File: config.mk
export PLATFORM = sky130hd
export DESIGN_NAME = greedy_line_justifier
export DESIGN_NICKNAME = d
export VERILOG_FILES = /design/src/design/glj_pkg.sv /design/src/design/glj_front.sv /design/src/design/glj_queue.sv /design/src/design/glj_back.sv /design/src/design/greedy_line_justifier.sv
export SDC_FILE = /design/constraint.sdc
export NUM_CORES = 2
export LEC_CHECK = 0
export BUFFER_PORTS_ARGS = -buffer_cell sky130_fd_sc_hd__buf_2
export CAP_MARGIN = 20
export CORE_ASPECT_RATIO = 1.1
export CORE_MARGIN = 1
export CORE_UTILIZATION = 40
export DETAILED_ROUTE_END_ITERATION = 7
export SYNTH_ARGS = -nofsm -noshare
export SYNTH_HDL_FRONTEND = slang
export SYNTH_SLANG_ARGS = --single-unit
File: constraint.sdc
create_clock -name clock -period 8.7 [get_ports clock]
set_clock_uncertainty 0.05 [all_clocks]
set_input_delay 1.305 -clock clock [delete_from_list [all_inputs] [get_ports clock]]
set_output_delay 1.305 -clock clock [all_outputs]
set_load 0.05 [all_outputs]
File: src/design/glj_pkg.sv
package glj_pkg;

   // Field widths
   localparam int WORD_LEN_BITS  = 8;
   localparam int MAX_LINE_WORDS = 1023;
   localparam int COUNT_BITS     = 10;
   localparam int GAP_BITS       = 24;
   localparam int REG_BITS       = 16;
   localparam int SUM_BITS       = 24;

   // Largest number of words an open line may hold
   localparam logic [COUNT_BITS-1:0] WORD_LIMIT =
      COUNT_BITS'((MAX_LINE_WORDS > 1023) ? 1023 : MAX_LINE_WORDS);

   // Divider geometry: dividend covers ideal*n (16+10 bits)
   localparam int NUM_BITS   = REG_BITS + COUNT_BITS;
   localparam int DIV_STEPS  = NUM_BITS;
   localparam int STEP_BITS  = $clog2(DIV_STEPS);

   // Job queue between front and back
   localparam int QUEUE_DEPTH = 4;
   localparam int QPTR_BITS   = $clog2(QUEUE_DEPTH);

   // Configuration registers
   localparam int CSR_INDEX_BITS = 1;
   localparam logic [CSR_INDEX_BITS-1:0] CSR_LINE_WIDTH  = 1'd0;
   localparam logic [CSR_INDEX_BITS-1:0] CSR_IDEAL_SPACE = 1'd1;
   localparam logic [REG_BITS-1:0] LINE_WIDTH_RESET  = 16'd25;
   localparam logic [REG_BITS-1:0] IDEAL_SPACE_RESET = 16'd256;

   // Line close kinds
   localparam logic [1:0] KIND_REDUCED = 2'd0;
   localparam logic [1:0] KIND_WIDENED = 2'd1;
   localparam logic [1:0] KIND_FINAL   = 2'd2;

   typedef struct packed {
      logic [7:0] word_length;
      logic       final_word;
   } glj_req_type;

   typedef struct packed {
      logic [1:0]            close_kind;
      logic [GAP_BITS-1:0]   gap_value;
      logic [COUNT_BITS-1:0] line_word_count;
      logic                  single_word;
      logic                  last_result;
   } glj_rsp_type;

   // One closed line waiting for its gap: gap = add + num / div when do_div
   typedef struct packed {
      logic [1:0]            kind;
      logic                  do_div;
      logic [NUM_BITS-1:0]   num;
      logic [COUNT_BITS-1:0] div;
      logic [REG_BITS-1:0]   add;
      logic [COUNT_BITS-1:0] count;
      logic                  single;
      logic                  last;
   } glj_job_type;

endpackage

File: src/design/glj_front.sv
module glj_front import glj_pkg::*; (
   input  logic                clock,
   input  logic                reset,
   input  logic                req_valid,
   output logic                req_ready,
   input  glj_req_type         req_data,
   input  logic [REG_BITS-1:0] line_width,
   input  logic [REG_BITS-1:0] ideal_space,
   output logic                push_valid,
   output glj_job_type         push_job,
   input  logic                push_ready
);

   localparam logic [2:0] FS_IDLE = 3'd0;
   localparam logic [2:0] FS_MUL  = 3'd1;
   localparam logic [2:0] FS_SUM  = 3'd2;
   localparam logic [2:0] FS_PEN  = 3'd3;
   localparam logic [2:0] FS_DEC  = 3'd4;
   localparam logic [2:0] FS_FIN  = 3'd5;

   logic [2:0]               state_ff, state_in;
   logic [COUNT_BITS-1:0]    words_ff, words_in;
   logic [SUM_BITS-1:0]      sum_ff, sum_in;
   logic [WORD_LEN_BITS-1:0] word_ff, word_in;
   logic                     fin_ff, fin_in;
   logic [NUM_BITS-1:0]      prod_ff, prod_in;
   logic [33:0]              prev8_ff, prev8_in;
   logic [33:0]              spaced8_ff, spaced8_in;
   logic signed [34:0]       slack_ff, slack_in;
   logic signed [34:0]       red_ff, red_in;

   logic [34:0]   pen_amp, pen_red;
   logic          over, full, reduce, n_zero, slack_pos, need, advance;
   logic [SUM_BITS:0] sum_add;
   logic [SUM_BITS-1:0] sum_sat;
   glj_job_type   job;

   assign req_ready = (state_ff == FS_IDLE);

   // Penalties and break decision
   always_comb begin
      n_zero    = (words_ff == '0);
      full      = (words_ff >= WORD_LIMIT);
      over      = !red_ff[34] && (red_ff != '0);
      slack_pos = !slack_ff[34] && (slack_ff != '0);
      pen_amp   = slack_ff[34] ? 35'(-slack_ff) : 35'(slack_ff);
      pen_red   = over ? 35'(red_ff) : '0;
      reduce    = !full && over && (pen_amp > pen_red) && (35'(prod_ff) > pen_red);
      sum_add   = {1'b0, sum_ff} + (SUM_BITS+1)'(word_ff);
      sum_sat   = sum_add[SUM_BITS] ? '1 : sum_add[SUM_BITS-1:0];
   end

   // Sequencer, state update and job build
   always_comb begin
      state_in   = state_ff;
      words_in   = words_ff;
      sum_in     = sum_ff;
      word_in    = word_ff;
      fin_in     = fin_ff;
      prod_in    = prod_ff;
      prev8_in   = prev8_ff;
      spaced8_in = spaced8_ff;
      slack_in   = slack_ff;
      red_in     = red_ff;
      job        = '0;
      need       = 1'b0;
      advance    = 1'b0;
      unique case (state_ff)
         FS_IDLE: begin
            if (req_valid) begin
               word_in  = req_data.word_length[WORD_LEN_BITS-1:0];
               fin_in   = req_data.final_word;
               state_in = FS_MUL;
            end
         end
         FS_MUL: begin
            prod_in  = {{COUNT_BITS{1'b0}}, ideal_space} * {{REG_BITS{1'b0}}, words_ff};
            state_in = FS_SUM;
         end
         FS_SUM: begin
            prev8_in   = 34'({sum_ff, 8'b0}) + 34'(prod_ff) - 34'(ideal_space);
            spaced8_in = 34'({sum_ff, 8'b0}) + 34'(prod_ff) + 34'({word_ff, 8'b0});
            state_in   = FS_PEN;
         end
         FS_PEN: begin
            slack_in = $signed(35'({line_width, 8'b0})) - $signed({1'b0, prev8_ff});
            red_in   = $signed({1'b0, spaced8_ff}) - $signed(35'({line_width, 8'b0}));
            state_in = FS_DEC;
         end
         FS_DEC: begin
            priority if (n_zero) begin
               // lone word opens a line
               need       = fin_ff;
               job.kind   = KIND_FINAL;
               job.count  = COUNT_BITS'(1);
               job.last   = 1'b1;
               advance    = !need || push_ready;
               if (advance) begin
                  words_in = fin_ff ? '0 : COUNT_BITS'(1);
                  sum_in   = fin_ff ? '0 : SUM_BITS'(word_ff);
                  state_in = FS_IDLE;
               end
            end else if ((over || full) && reduce) begin
               // close with the word, reduced gap
               need       = 1'b1;
               job.kind   = KIND_REDUCED;
               job.do_div = 1'b1;
               job.num    = prod_ff - pen_red[NUM_BITS-1:0];
               job.div    = words_ff;
               job.count  = words_ff + COUNT_BITS'(1);
               job.last   = 1'b1;
               advance    = push_ready;
               if (advance) begin
                  words_in = '0;
                  sum_in   = '0;
                  state_in = FS_IDLE;
               end
            end else if (over || full) begin
               // close before the word, widened gap
               need      = 1'b1;
               job.kind  = KIND_WIDENED;
               job.count = words_ff;
               job.last  = !fin_ff;
               if (words_ff >= COUNT_BITS'(2)) begin
                  job.do_div = 1'b1;
                  job.num    = slack_pos ? NUM_BITS'(slack_ff[GAP_BITS-1:0]) : '0;
                  job.div    = words_ff - COUNT_BITS'(1);
                  job.add    = ideal_space;
               end else begin
                  job.single = 1'b1;
               end
               advance = push_ready;
               if (advance) begin
                  words_in = COUNT_BITS'(1);
                  sum_in   = SUM_BITS'(word_ff);
                  state_in = fin_ff ? FS_FIN : FS_IDLE;
               end
            end else begin
               // word fits: extend the line
               need      = fin_ff;
               job.kind  = KIND_FINAL;
               job.count = words_ff + COUNT_BITS'(1);
               job.last  = 1'b1;
               advance   = !need || push_ready;
               if (advance) begin
                  words_in = fin_ff ? '0 : words_ff + COUNT_BITS'(1);
                  sum_in   = fin_ff ? '0 : sum_sat;
                  state_in = FS_IDLE;
               end
            end
         end
         FS_FIN: begin
            // closing word as its own final line
            need      = 1'b1;
            job.kind  = KIND_FINAL;
            job.count = COUNT_BITS'(1);
            job.last  = 1'b1;
            if (push_ready) begin
               words_in = '0;
               sum_in   = '0;
               state_in = FS_IDLE;
            end
         end
         default: state_in = FS_IDLE;
      endcase
   end

   assign push_valid = need;
   assign push_job   = job;

   always_ff @(posedge clock) begin
      if (reset) begin
         state_ff <= FS_IDLE;
         words_ff <= '0;
         sum_ff   <= '0;
      end else begin
         state_ff <= state_in;
         words_ff <= words_in;
         sum_ff   <= sum_in;
      end
   end

   always_ff @(posedge clock) begin
      word_ff    <= word_in;
      fin_ff     <= fin_in;
      prod_ff    <= prod_in;
      prev8_ff   <= prev8_in;
      spaced8_ff <= spaced8_in;
      slack_ff   <= slack_in;
      red_ff     <= red_in;
   end

endmodule

File: src/design/glj_queue.sv
module glj_queue import glj_pkg::*; (
   input  logic        clock,
   input  logic        reset,
   input  logic        push_valid,
   output logic        push_ready,
   input  glj_job_type push_job,
   output logic        pop_valid,
   input  logic        pop_ready,
   output glj_job_type pop_job
);

   glj_job_type          entry_ff [QUEUE_DEPTH];
   logic [QPTR_BITS-1:0] wr_ptr_ff, wr_ptr_in;
   logic [QPTR_BITS-1:0] rd_ptr_ff, rd_ptr_in;
   logic [QPTR_BITS:0]   count_ff, count_in;
   logic                 do_push, do_pop;

   assign push_ready = (count_ff != (QPTR_BITS+1)'(QUEUE_DEPTH));
   assign pop_valid  = (count_ff != '0);
   assign pop_job    = entry_ff[rd_ptr_ff];
   assign do_push    = push_valid && push_ready;
   assign do_pop     = pop_valid && pop_ready;

   // Pointer and fill count
   always_comb begin
      wr_ptr_in = do_push ? wr_ptr_ff + QPTR_BITS'(1) : wr_ptr_ff;
      rd_ptr_in = do_pop  ? rd_ptr_ff + QPTR_BITS'(1) : rd_ptr_ff;
      count_in  = count_ff + (QPTR_BITS+1)'(do_push) - (QPTR_BITS+1)'(do_pop);
   end

   always_ff @(posedge clock) begin
      if (reset) begin
         wr_ptr_ff <= '0;
         rd_ptr_ff <= '0;
         count_ff  <= '0;
      end else begin
         wr_ptr_ff <= wr_ptr_in;
         rd_ptr_ff <= rd_ptr_in;
         count_ff  <= count_in;
      end
   end

   always_ff @(posedge clock) begin
      if (do_push) begin
         entry_ff[wr_ptr_ff] <= push_job;
      end
   end

endmodule

File: src/design/glj_back.sv
module glj_back import glj_pkg::*; (
   input  logic        clock,
   input  logic        reset,
   input  logic        pop_valid,
   output logic        pop_ready,
   input  glj_job_type pop_job,
   output logic        rsp_valid,
   input  logic        rsp_ready,
   output glj_rsp_type rsp_data
);

   localparam logic [1:0] BS_IDLE = 2'd0;
   localparam logic [1:0] BS_DIV  = 2'd1;
   localparam logic [1:0] BS_OUT  = 2'd2;

   logic [1:0]            state_ff, state_in;
   glj_job_type           job_ff, job_in;
   logic [COUNT_BITS-1:0] rem_ff, rem_in;
   logic [NUM_BITS-1:0]   quo_ff, quo_in;
   logic [STEP_BITS-1:0]  step_ff, step_in;
   logic                  rsp_valid_ff, rsp_valid_in;
   glj_rsp_type           rsp_data_ff, rsp_data_in;

   logic [COUNT_BITS:0]   rem_sh;
   logic                  ge;
   logic [NUM_BITS:0]     gap_sum;
   logic [GAP_BITS-1:0]   gap;
   logic                  out_free;

   assign pop_ready = (state_ff == BS_IDLE);
   assign rsp_valid = rsp_valid_ff;
   assign rsp_data  = rsp_data_ff;
   assign out_free  = !rsp_valid_ff || rsp_ready;

   // One quotient bit per cycle, restoring
   always_comb begin
      rem_sh = {rem_ff, quo_ff[NUM_BITS-1]};
      ge     = (rem_sh >= {1'b0, job_ff.div});
   end

   // Gap assembly with saturation
   always_comb begin
      gap_sum = (NUM_BITS+1)'(job_ff.add) + (NUM_BITS+1)'(quo_ff);
      if (!job_ff.do_div) begin
         gap = '0;
      end else if (gap_sum[NUM_BITS:GAP_BITS] != '0) begin
         gap = '1;
      end else begin
         gap = gap_sum[GAP_BITS-1:0];
      end
   end

   always_comb begin
      state_in     = state_ff;
      job_in       = job_ff;
      rem_in       = rem_ff;
      quo_in       = quo_ff;
      step_in      = step_ff;
      rsp_valid_in = rsp_valid_ff && !rsp_ready;
      rsp_data_in  = rsp_data_ff;
      unique case (state_ff)
         BS_IDLE: begin
            if (pop_valid) begin
               job_in   = pop_job;
               quo_in   = pop_job.num;
               rem_in   = '0;
               step_in  = '0;
               state_in = pop_job.do_div ? BS_DIV : BS_OUT;
            end
         end
         BS_DIV: begin
            rem_in  = ge ? COUNT_BITS'(rem_sh - {1'b0, job_ff.div}) : rem_sh[COUNT_BITS-1:0];
            quo_in  = {quo_ff[NUM_BITS-2:0], ge};
            step_in = step_ff + STEP_BITS'(1);
            if (step_ff == STEP_BITS'(DIV_STEPS - 1)) begin
               state_in = BS_OUT;
            end
         end
         BS_OUT: begin
            if (out_free) begin
               rsp_valid_in                = 1'b1;
               rsp_data_in.close_kind      = job_ff.kind;
               rsp_data_in.gap_value       = gap;
               rsp_data_in.line_word_count = job_ff.count;
               rsp_data_in.single_word     = job_ff.single;
               rsp_data_in.last_result     = job_ff.last;
               state_in                    = BS_IDLE;
            end
         end
         default: state_in = BS_IDLE;
      endcase
   end

   always_ff @(posedge clock) begin
      if (reset) begin
         state_ff     <= BS_IDLE;
         rsp_valid_ff <= 1'b0;
      end else begin
         state_ff     <= state_in;
         rsp_valid_ff <= rsp_valid_in;
      end
   end

   always_ff @(posedge clock) begin
      job_ff      <= job_in;
      rem_ff      <= rem_in;
      quo_ff      <= quo_in;
      step_ff     <= step_in;
      rsp_data_ff <= rsp_data_in;
   end

endmodule

File: src/design/greedy_line_justifier.sv
// Greedy line justifier.
// Word lengths enter on the req_ channel (valid/ready), one word per item,
// with final_word set on the last word of a paragraph. Closed lines leave on
// the rsp_ channel (valid/ready): kind, adjusted Q16.8 gap, word count, a
// one-word flag and a mark on the last result of each input item.
// line_width and ideal_space are written through csr_wr_en/csr_index/
// csr_wr_data; the user must write them only while the block is idle (the
// block does not enforce this). Reset loads 25 and 1.0 (Q8.8). The front
// steps each item through IDLE, MUL, SUM, PEN and DEC (and FIN when a
// widened line and a final line both close), working the break decision
// through its multiplier and adders. Closed lines wait in a 4-entry job
// queue. The back computes each gap with a shared restoring divider, one
// quotient bit per cycle, when the gap needs a division; a final or one-word
// line skips it. A word that only extends the open line yields no result.
// A stalled rsp_ready holds the output register; the back, then the queue
// and then the front stall behind it. Reset empties the queue, drops any
// pending result and clears the open line.
module greedy_line_justifier import glj_pkg::*; (
   input  logic                      clock,
   input  logic                      reset,
   input  logic                      req_valid,
   output logic                      req_ready,
   input  glj_req_type               req_data,
   output logic                      rsp_valid,
   input  logic                      rsp_ready,
   output glj_rsp_type               rsp_data,
   input  logic                      csr_wr_en,
   input  logic [CSR_INDEX_BITS-1:0] csr_index,
   input  logic [REG_BITS-1:0]       csr_wr_data
);

   logic [REG_BITS-1:0] line_width_ff, line_width_in;
   logic [REG_BITS-1:0] ideal_space_ff, ideal_space_in;

   logic        push_valid, push_ready, pop_valid, pop_ready;
   glj_job_type push_job, pop_job;

   // Configuration registers
   always_comb begin
      line_width_in  = line_width_ff;
      ideal_space_in = ideal_space_ff;
      if (csr_wr_en) begin
         unique case (csr_index)
            CSR_LINE_WIDTH:  line_width_in  = csr_wr_data;
            CSR_IDEAL_SPACE: ideal_space_in = csr_wr_data;
         endcase
      end
   end

   always_ff @(posedge clock) begin
      if (reset) begin
         line_width_ff  <= LINE_WIDTH_RESET;
         ideal_space_ff <= IDEAL_SPACE_RESET;
      end else begin
         line_width_ff  <= line_width_in;
         ideal_space_ff <= ideal_space_in;
      end
   end

   glj_front u_front (
      .clock       (clock),
      .reset       (reset),
      .req_valid   (req_valid),
      .req_ready   (req_ready),
      .req_data    (req_data),
      .line_width  (line_width_ff),
      .ideal_space (ideal_space_ff),
      .push_valid  (push_valid),
      .push_job    (push_job),
      .push_ready  (push_ready)
   );

   glj_queue u_queue (
      .clock      (clock),
      .reset      (reset),
      .push_valid (push_valid),
      .push_ready (push_ready),
      .push_job   (push_job),
      .pop_valid  (pop_valid),
      .pop_ready  (pop_ready),
      .pop_job    (pop_job)
   );

   glj_back u_back (
      .clock     (clock),
      .reset     (reset),
      .pop_valid (pop_valid),
      .pop_ready (pop_ready),
      .pop_job   (pop_job),
      .rsp_valid (rsp_valid),
      .rsp_ready (rsp_ready),
      .rsp_data  (rsp_data)
   );

endmodule

# ---- Word-level counts from Yosys, hierarchy flattened
# Memories as Yosys holds them, arrays and structs flattened. A register that Yosys moved wholly into a read port is not among the register bits.
# Index checks and enable logic that the tools add are counted.
dict set report word_totals {
  regBits 372
  mem_bits_rw 268
  inputBits 31
  out_inout_bits 40
  elab_cells 187
  memories 1
}
# memory depth word_bits read_ports rd_clocked_by_memory_dff wr line
set mem_list {}
lappend mem_list {u_queue.entry_ff 4 67 1 1 1 glj_queue.sv:12} ;# glj_job_type entry_ff [QUEUE_DEPTH];
dict set report op_classes {
  add_sub_neg 17
  mul 1
  magnitude_cmp 5
  eq_ne 16
  mux 78
  bitwise 1
  n_reduce_logical 36
}
# operator n
set ops {}
lappend ops {{$mux 24} 11}
lappend ops {{$mux 53} 4}
lappend ops {{$mux 10} 13}
lappend ops {{$mux 35} 2}
lappend ops {{$reduce_bool 35->1} 2}
lappend ops {{$pmux 10 s2} 3}
lappend ops {{$pmux 26 s2} 1}
lappend ops {{$pmux 24 s2} 1}
lappend ops {{$mux 39} 1}
lappend ops {{$gt 26x35->1} 1}
lappend ops {{$gt 35x35->1} 1}
lappend ops {{$neg 35->35} 1}
lappend ops {{$sub 24x34->35} 1}
lappend ops {{$sub 34x24->35} 1}
lappend ops {{$add 34x16->34} 1}
lappend ops {{$sub 34x16->34} 1}
lappend ops {{$add 32x26->33} 1}
lappend ops {{$add 16x26->27} 1}
lappend ops {{$mul 16x10->26} 1}
lappend ops {{$mux 26} 1}
lappend ops {{$sub 26x26->26} 1}
lappend ops {{$add 24x8->25} 1}
lappend ops {{$mux 3} 8}
lappend ops {{$pmux 3 s6} 1}
lappend ops {{other kinds (42)} 94}

# ---- Logic depth before layout (Yosys ltp)
dict set report logic_depth {
  ltp_word 13
  ltp_mapped 23
  ltp_nobuf 22
}

# ---- By module
# A second synthesis with hierarchy kept.
dict set report unflattened {
  cells_unflattened 3445
  hier_area_um2 39137.5
}
# module instances cells_per_inst area_per_inst_um2 seq_area_each_um2
set modules_own_cells {}
lappend modules_own_cells {glj_front 1 2400 21460.6 5935.7}
lappend modules_own_cells {glj_queue 1 399 10167.3 8227.9}
lappend modules_own_cells {glj_back 1 517 6128.4 3663.5}
lappend modules_own_cells {greedy_line_justifier 1 129 1381.3 640.6}

# ---- Worst setup path after synthesis
# Ideal clock, no wire load.
dict set report synth_path {
  kind {register -> register}
  startpoint {register u_front.words_ff[2]}
  endpoint {register u_front.prod_ff[25] (data pin)}
  setup_ps 259
  arrival_ps 5741
  required_ps 8391
  path_slack_ps 2650
  path_stages_with_launch 21
  path_buffers 3
  period_less_slack_ps 6050
  path_cell_list {dfxtp_1 clkbuf_1 buf_1 buf_1 nand2_1 fa_1 inv_1 fa_1 fa_1 fa_1 fa_1 ha_1 a21o_1 a21oi_1 o21ai_0 a211oi_1 o21bai_1 a221o_1 a211oi_1 a21oi_1 xnor2_1}
}
dict set report synth_between {
  elab_chain_len 1
}
# item line
set synth_lines {}
lappend synth_lines {{start: declaration} glj_front.sv:22} ;# logic [COUNT_BITS-1:0] words_ff, words_in;
lappend synth_lines {{start signal: assignment} glj_front.sv:178} ;# words_ff <= words_in;
lappend synth_lines {{$mul 16x10->26} glj_front.sv:77} ;# prod_in = {{COUNT_BITS{1'b0}}, ideal_space} * {{REG_BITS{1'b0}}, words_ff};
lappend synth_lines {{end signal: assignment} glj_front.sv:186} ;# prod_ff <= prod_in;
lappend synth_lines {{end: declaration} glj_front.sv:26} ;# logic [NUM_BITS-1:0] prod_ff, prod_in;
# No other way between the ends.
# A chain may end at the register's enable or synchronous reset.

# ---- Worst setup path after layout
dict set report layout_path {
  startpoint {register u_front.words_ff[3]}
  endpoint {register u_front.prod_ff[25] (data pin)}
}
# Same word-level chain as after synthesis.

==> impl_metrics.py <==
metrics = {
    "outcome": {
        "status": "finished clean",
    },
    "clock_network": {
        "clock_latency_ns": 0.63,
        "root_buffer": "clkbuf_16",
        "cts.path.max_buffers": 3,
        "hold_buffers": 0,
        "cts_sinks": 642,
        "cts_made_buffers": 71,
        "path_clk_slew_ns": 0.07,
        "cts.htree.levels": 3,
        "post_cts_buffers": 0,
        "cts_tree": "done",
        "cts_resized": 0,
    },
    "timing": {
        "finalWorstSetupSlack_ns": 2.072,
        "whs_ns": 0.3624,
        "setup_viol": 0,
        "drv_slew": 0,
        "slew_headroom_pct": 30.06,
        "hold_viol": 0,
        "grt_setup_unrepaired": "false",
        "tns_ns": 0,
        "min_period_over_period_pct": 76.19,
        "fmax_mhz": 150.9,
        "worst_pin_slew_ns": 1.047,
        "layout_min_cycle_time_ns": 6.628,
    },
    "die": {
        "num_rows": 118,
        "start_util_pct": 40.53,
        "dieArea_sq_um": 97130,
        "fp.dieW_microns": 297.2,
        "coreArea_sq_um": 94640,
        "die_y_microns": 326.8,
        "ios": 71,
    },
    "power_and_ir_drop": {
        "vdd_ir_drop_max_mv": 0.1414,
        "p_total_mw": 9.173,
        "netSwitchingFraction_pct": 30.07,
        "p_leak_nw": 16.41,
        "p_seq_share_pct": 44.2,
        "pwr-share-comb_pct": 23.3,
        "p_int_mw": 6.415,
        "p_sw_mw": 2.758,
        "power_density_nw_per_um2": 216.1,
        "p_clk_share_pct": 32.5,
    },
    "job": {
        "drv_cap": 0,
    },
    "worst_setup_path": {
        "r2r_cells": 18,
        "critPathMaxStageDelay_ns": 0.91,
        "crit_required_ns": 9.04,
        "worstReg2RegStart": "u_front.words_ff[3]",
        "crit_path_end_kind": "flop",
        "crit_chain": "inv_1, nor2_1, fa_1, fa_1, fa_1, fa_1, fa_1, ha_1, o21ai_0, nand2b_1, a21oi_1, a21oi_1, a211oi_1, o21bai_1, a221o_1, a211oi_1, a21oi_1, xnor2_1",
        "worstPathArrival_ns": 6.96,
        "cp_max_fo": 23,
        "path_class": "reg2reg",
        "start_kind": "flop",
        "crit_top_cell": "fa_1",
        "slowest_stage": "dfxtp_1",
        "crit_start": "u_front.words_ff[3]",
    },
    "logic_synthesis": {
        "synth_edf_count": 561,
        "syn-num-nets": 3747,
        "synth_cells": 3354,
        "syn_area_per_cell_sq_um": 11.44,
        "ys_warn_count": 0,
        "synth_top_flop_cell": "edfxtp_1",
        "syn-cell-area_sq_um": 38350,
        "ys_ff_latch": 642,
        "seq_area_frac_synth_pct": 48.15,
        "synth_cell_type_count": 94,
        "ys_async_sr_fraction_pct": 0,
    },
    "placement": {
        "port_buffers": 70,
        "place_ws_ns": 2.222,
        "dp_hpwl_mm": 73.24,
        "gp_congestion": 0.9102,
    },
    "route": {
        "drt_first_pass_iters": 6,
        "vias": 25820,
        "drtIter0Drc": 1742,
        "wl_per_cell_microns": 20.78,
        "drc": 0,
        "vias_per_cell": 5.466,
        "antenna_left": 0,
        "drt_wl_total_mm": 98.16,
    },
    "layout": {
        "drive_gt1_share_pct": 10.75,
        "final.fill_count": 8649,
        "final_core_util_pct": 44.84,
        "nNetsFinal": 3797,
        "area_growth_syn_to_layout_pct": 10.65,
    },
    "global_route": {
        "grt_first_pass_wirelength_mm": 150.7,
        "antenna_found_initial": 4,
        "grt_pass1_vias": 25490,
        "grt_use_total_pct": 20.11,
        "grt-ovfl-total": 0,
        "grt_start_max_net_pins": 71,
    },
    "worst_hold_path": {
        "hp-class": "reg2reg",
        "hold_depth": 0,
        "hp-start": "u_front.spaced8_ff[3]",
    },
}
==> cell usage after synthesis, types with 23 or more instances <==
master,number,area (sq um)
edfxtp_1,561,16850
nand2_1,335,1257
ha_1,243,3040
a21oi_1,220,1101
nor2_1,214,803.3
inv_1,213,799.5
xnor2_1,184,1612
o21ai_0,139,695.7
fa_1,119,2382
clkbuf_1,93,349.1
dfxtp_1,81,1622
and2_1,74,462.9
nand3_1,72,360.4
xor2_1,72,630.6
mux4_2,67,1509
nor3_1,65,325.3
a21o_1,49,367.9
o21a_1,45,337.8
nand2b_1,44,275.3
nor2b_1,35,219.0
buf_1,28,105.1
mux2_2,25,281.5
and3_1,23,143.9
==> cells in the final DEF, fill, tap and decap left out, types with 13 or more instances in the layout <==
| cell type | n |
|---|---|
| a211oi_1 | 20 |
| a21o_1 | 49 |
| a21oi_1 | 220 |
| a31oi_1 | 21 |
| and2_1 | 68 |
| and3_1 | 23 |
| buf_2 | 70 |
| buf_4 | 36 |
| clkbuf_16 | 71 |
| clkinv_1 | 13 |
| dfxtp_1 | 79 |
| edfxtp_1 | 561 |
| fa_1 | 119 |
| ha_1 | 243 |
| inv_1 | 212 |
| mux2_2 | 25 |
| mux2i_1 | 13 |
| mux4_2 | 67 |
| nand2_1 | 335 |
| nand2b_1 | 43 |
| nand3_1 | 72 |
| nand4_1 | 18 |
| nor2_1 | 212 |
| nor2b_1 | 34 |
| nor3_1 | 61 |
| nor4_1 | 20 |
| o211ai_1 | 21 |
| o21a_1 | 45 |
| o21ai_0 | 139 |
| o31ai_1 | 22 |
| or3_1 | 14 |
| xnor2_1 | 184 |
| xor2_1 | 72 |
==> final cells by class <==
type	instances	area, sq um	share of cell area, %
well taps	1260	1577	3.715
multi-input cells	2368	18610	43.84
diodes	2	5.005	0.01179
flip-flops and latches	642	18470	43.53
repair buffers	107	631.9	1.489
clock inverters	48	481.7	1.135
inverters	214	803.3	1.893
clock buffers	83	1862	4.387
==> state kept, by name, summed over array words and instances (netlist names), named ones only <==
name                cells
u_back.step_ff          5
u_queue.count_ff        3
ideal_space_ff         16
u_back.state_ff         2
u_queue.rd_ptr_ff       2
u_back.job_ff          41
u_back.rsp_valid        1
u_front.words_ff       10
u_front.fin_ff          1
u_back.rsp_data        38
line_width_ff          16
u_front.word_ff         8
u_front.sum_ff         24
u_front.prev8_ff       34
u_front.red_ff         35
u_back.quo_ff          26
u_front.prod_ff        26
u_front.slack_ff       35
u_queue.wr_ptr_ff       2
u_front.state_ff        3
u_front.spaced8_ff     34
u_queue.entry_ff      268
u_back.rem_ff          10
==> power by group through the flow <==
stage	Clock [mW]	Combinational [mW]	Sequential, mW
after floorplan	0	1.68	4.04
after CTS	3.05	2.16	4.07
final	2.98	2.13	4.06
after global placement	0	2.14	4.12
after global routing	3.16	2.37	4.10
after detailed placement	0	2.15	4.13
==> critical path, delay by kind of cell (launching register included) <==
kind                       cells  cell delay (ns)
AOI/OAI and AO/OA              8             1.85
xor gates and xnor gates       1             0.14
adders and majority gates      6             2.84
buffers and inverters          1             0.31
DFF                            1             0.91
and+or+nand+nor                2             0.29
==> routing by layer <==
metal | share of wire, % | track usage, % | routed length, microns
met5 | 0.020 | 0 | 20
met4 | 4.1 | 8.864 | 4033
met3 | 5.1 | 3.079 | 4999
met2 | 48 | 33.37 | 46930
met1 | 43 | 26.08 | 42180
==> worst paths after layout <==
path | end | slack, ns
worst min register to register | u_front.red_ff[3] | 0.36
worst max-delay path | u_front.prod_ff[25] | 2.07
worst max register to register | u_front.prod_ff[25] | 2.07
worst min-delay path | u_front.red_ff[3] | 0.36
==> through the flow <==
step / cell area (sq um) / cells
final: 42440 / 4724
after CTS: 42430 / 4722
after floorplan: 38350 / 3354
after global placement: 40080 / 4590
after detailed placement: 40090 / 4591
after global routing: 42430 / 4722
==> logic make-up (layout without fill, tap and decap cells) <==
family | count (synthesis) | in the layout | synth area share [%]
adders and majority gates | 362 | 362 | 14.14
muxes | 105 | 105 | 5.008
buffers and inverters | 344 | 452 | 3.517
DFF | 642 | 642 | 48.15
other | 2 | 4 | 0.01958
xor gates and xnor gates | 256 | 256 | 5.846
and+or+nand+nor | 988 | 988 | 12.49
AOI/OAI and AO/OA | 655 | 655 | 10.83
Note: power is estimated with default switching activity, not from simulation.
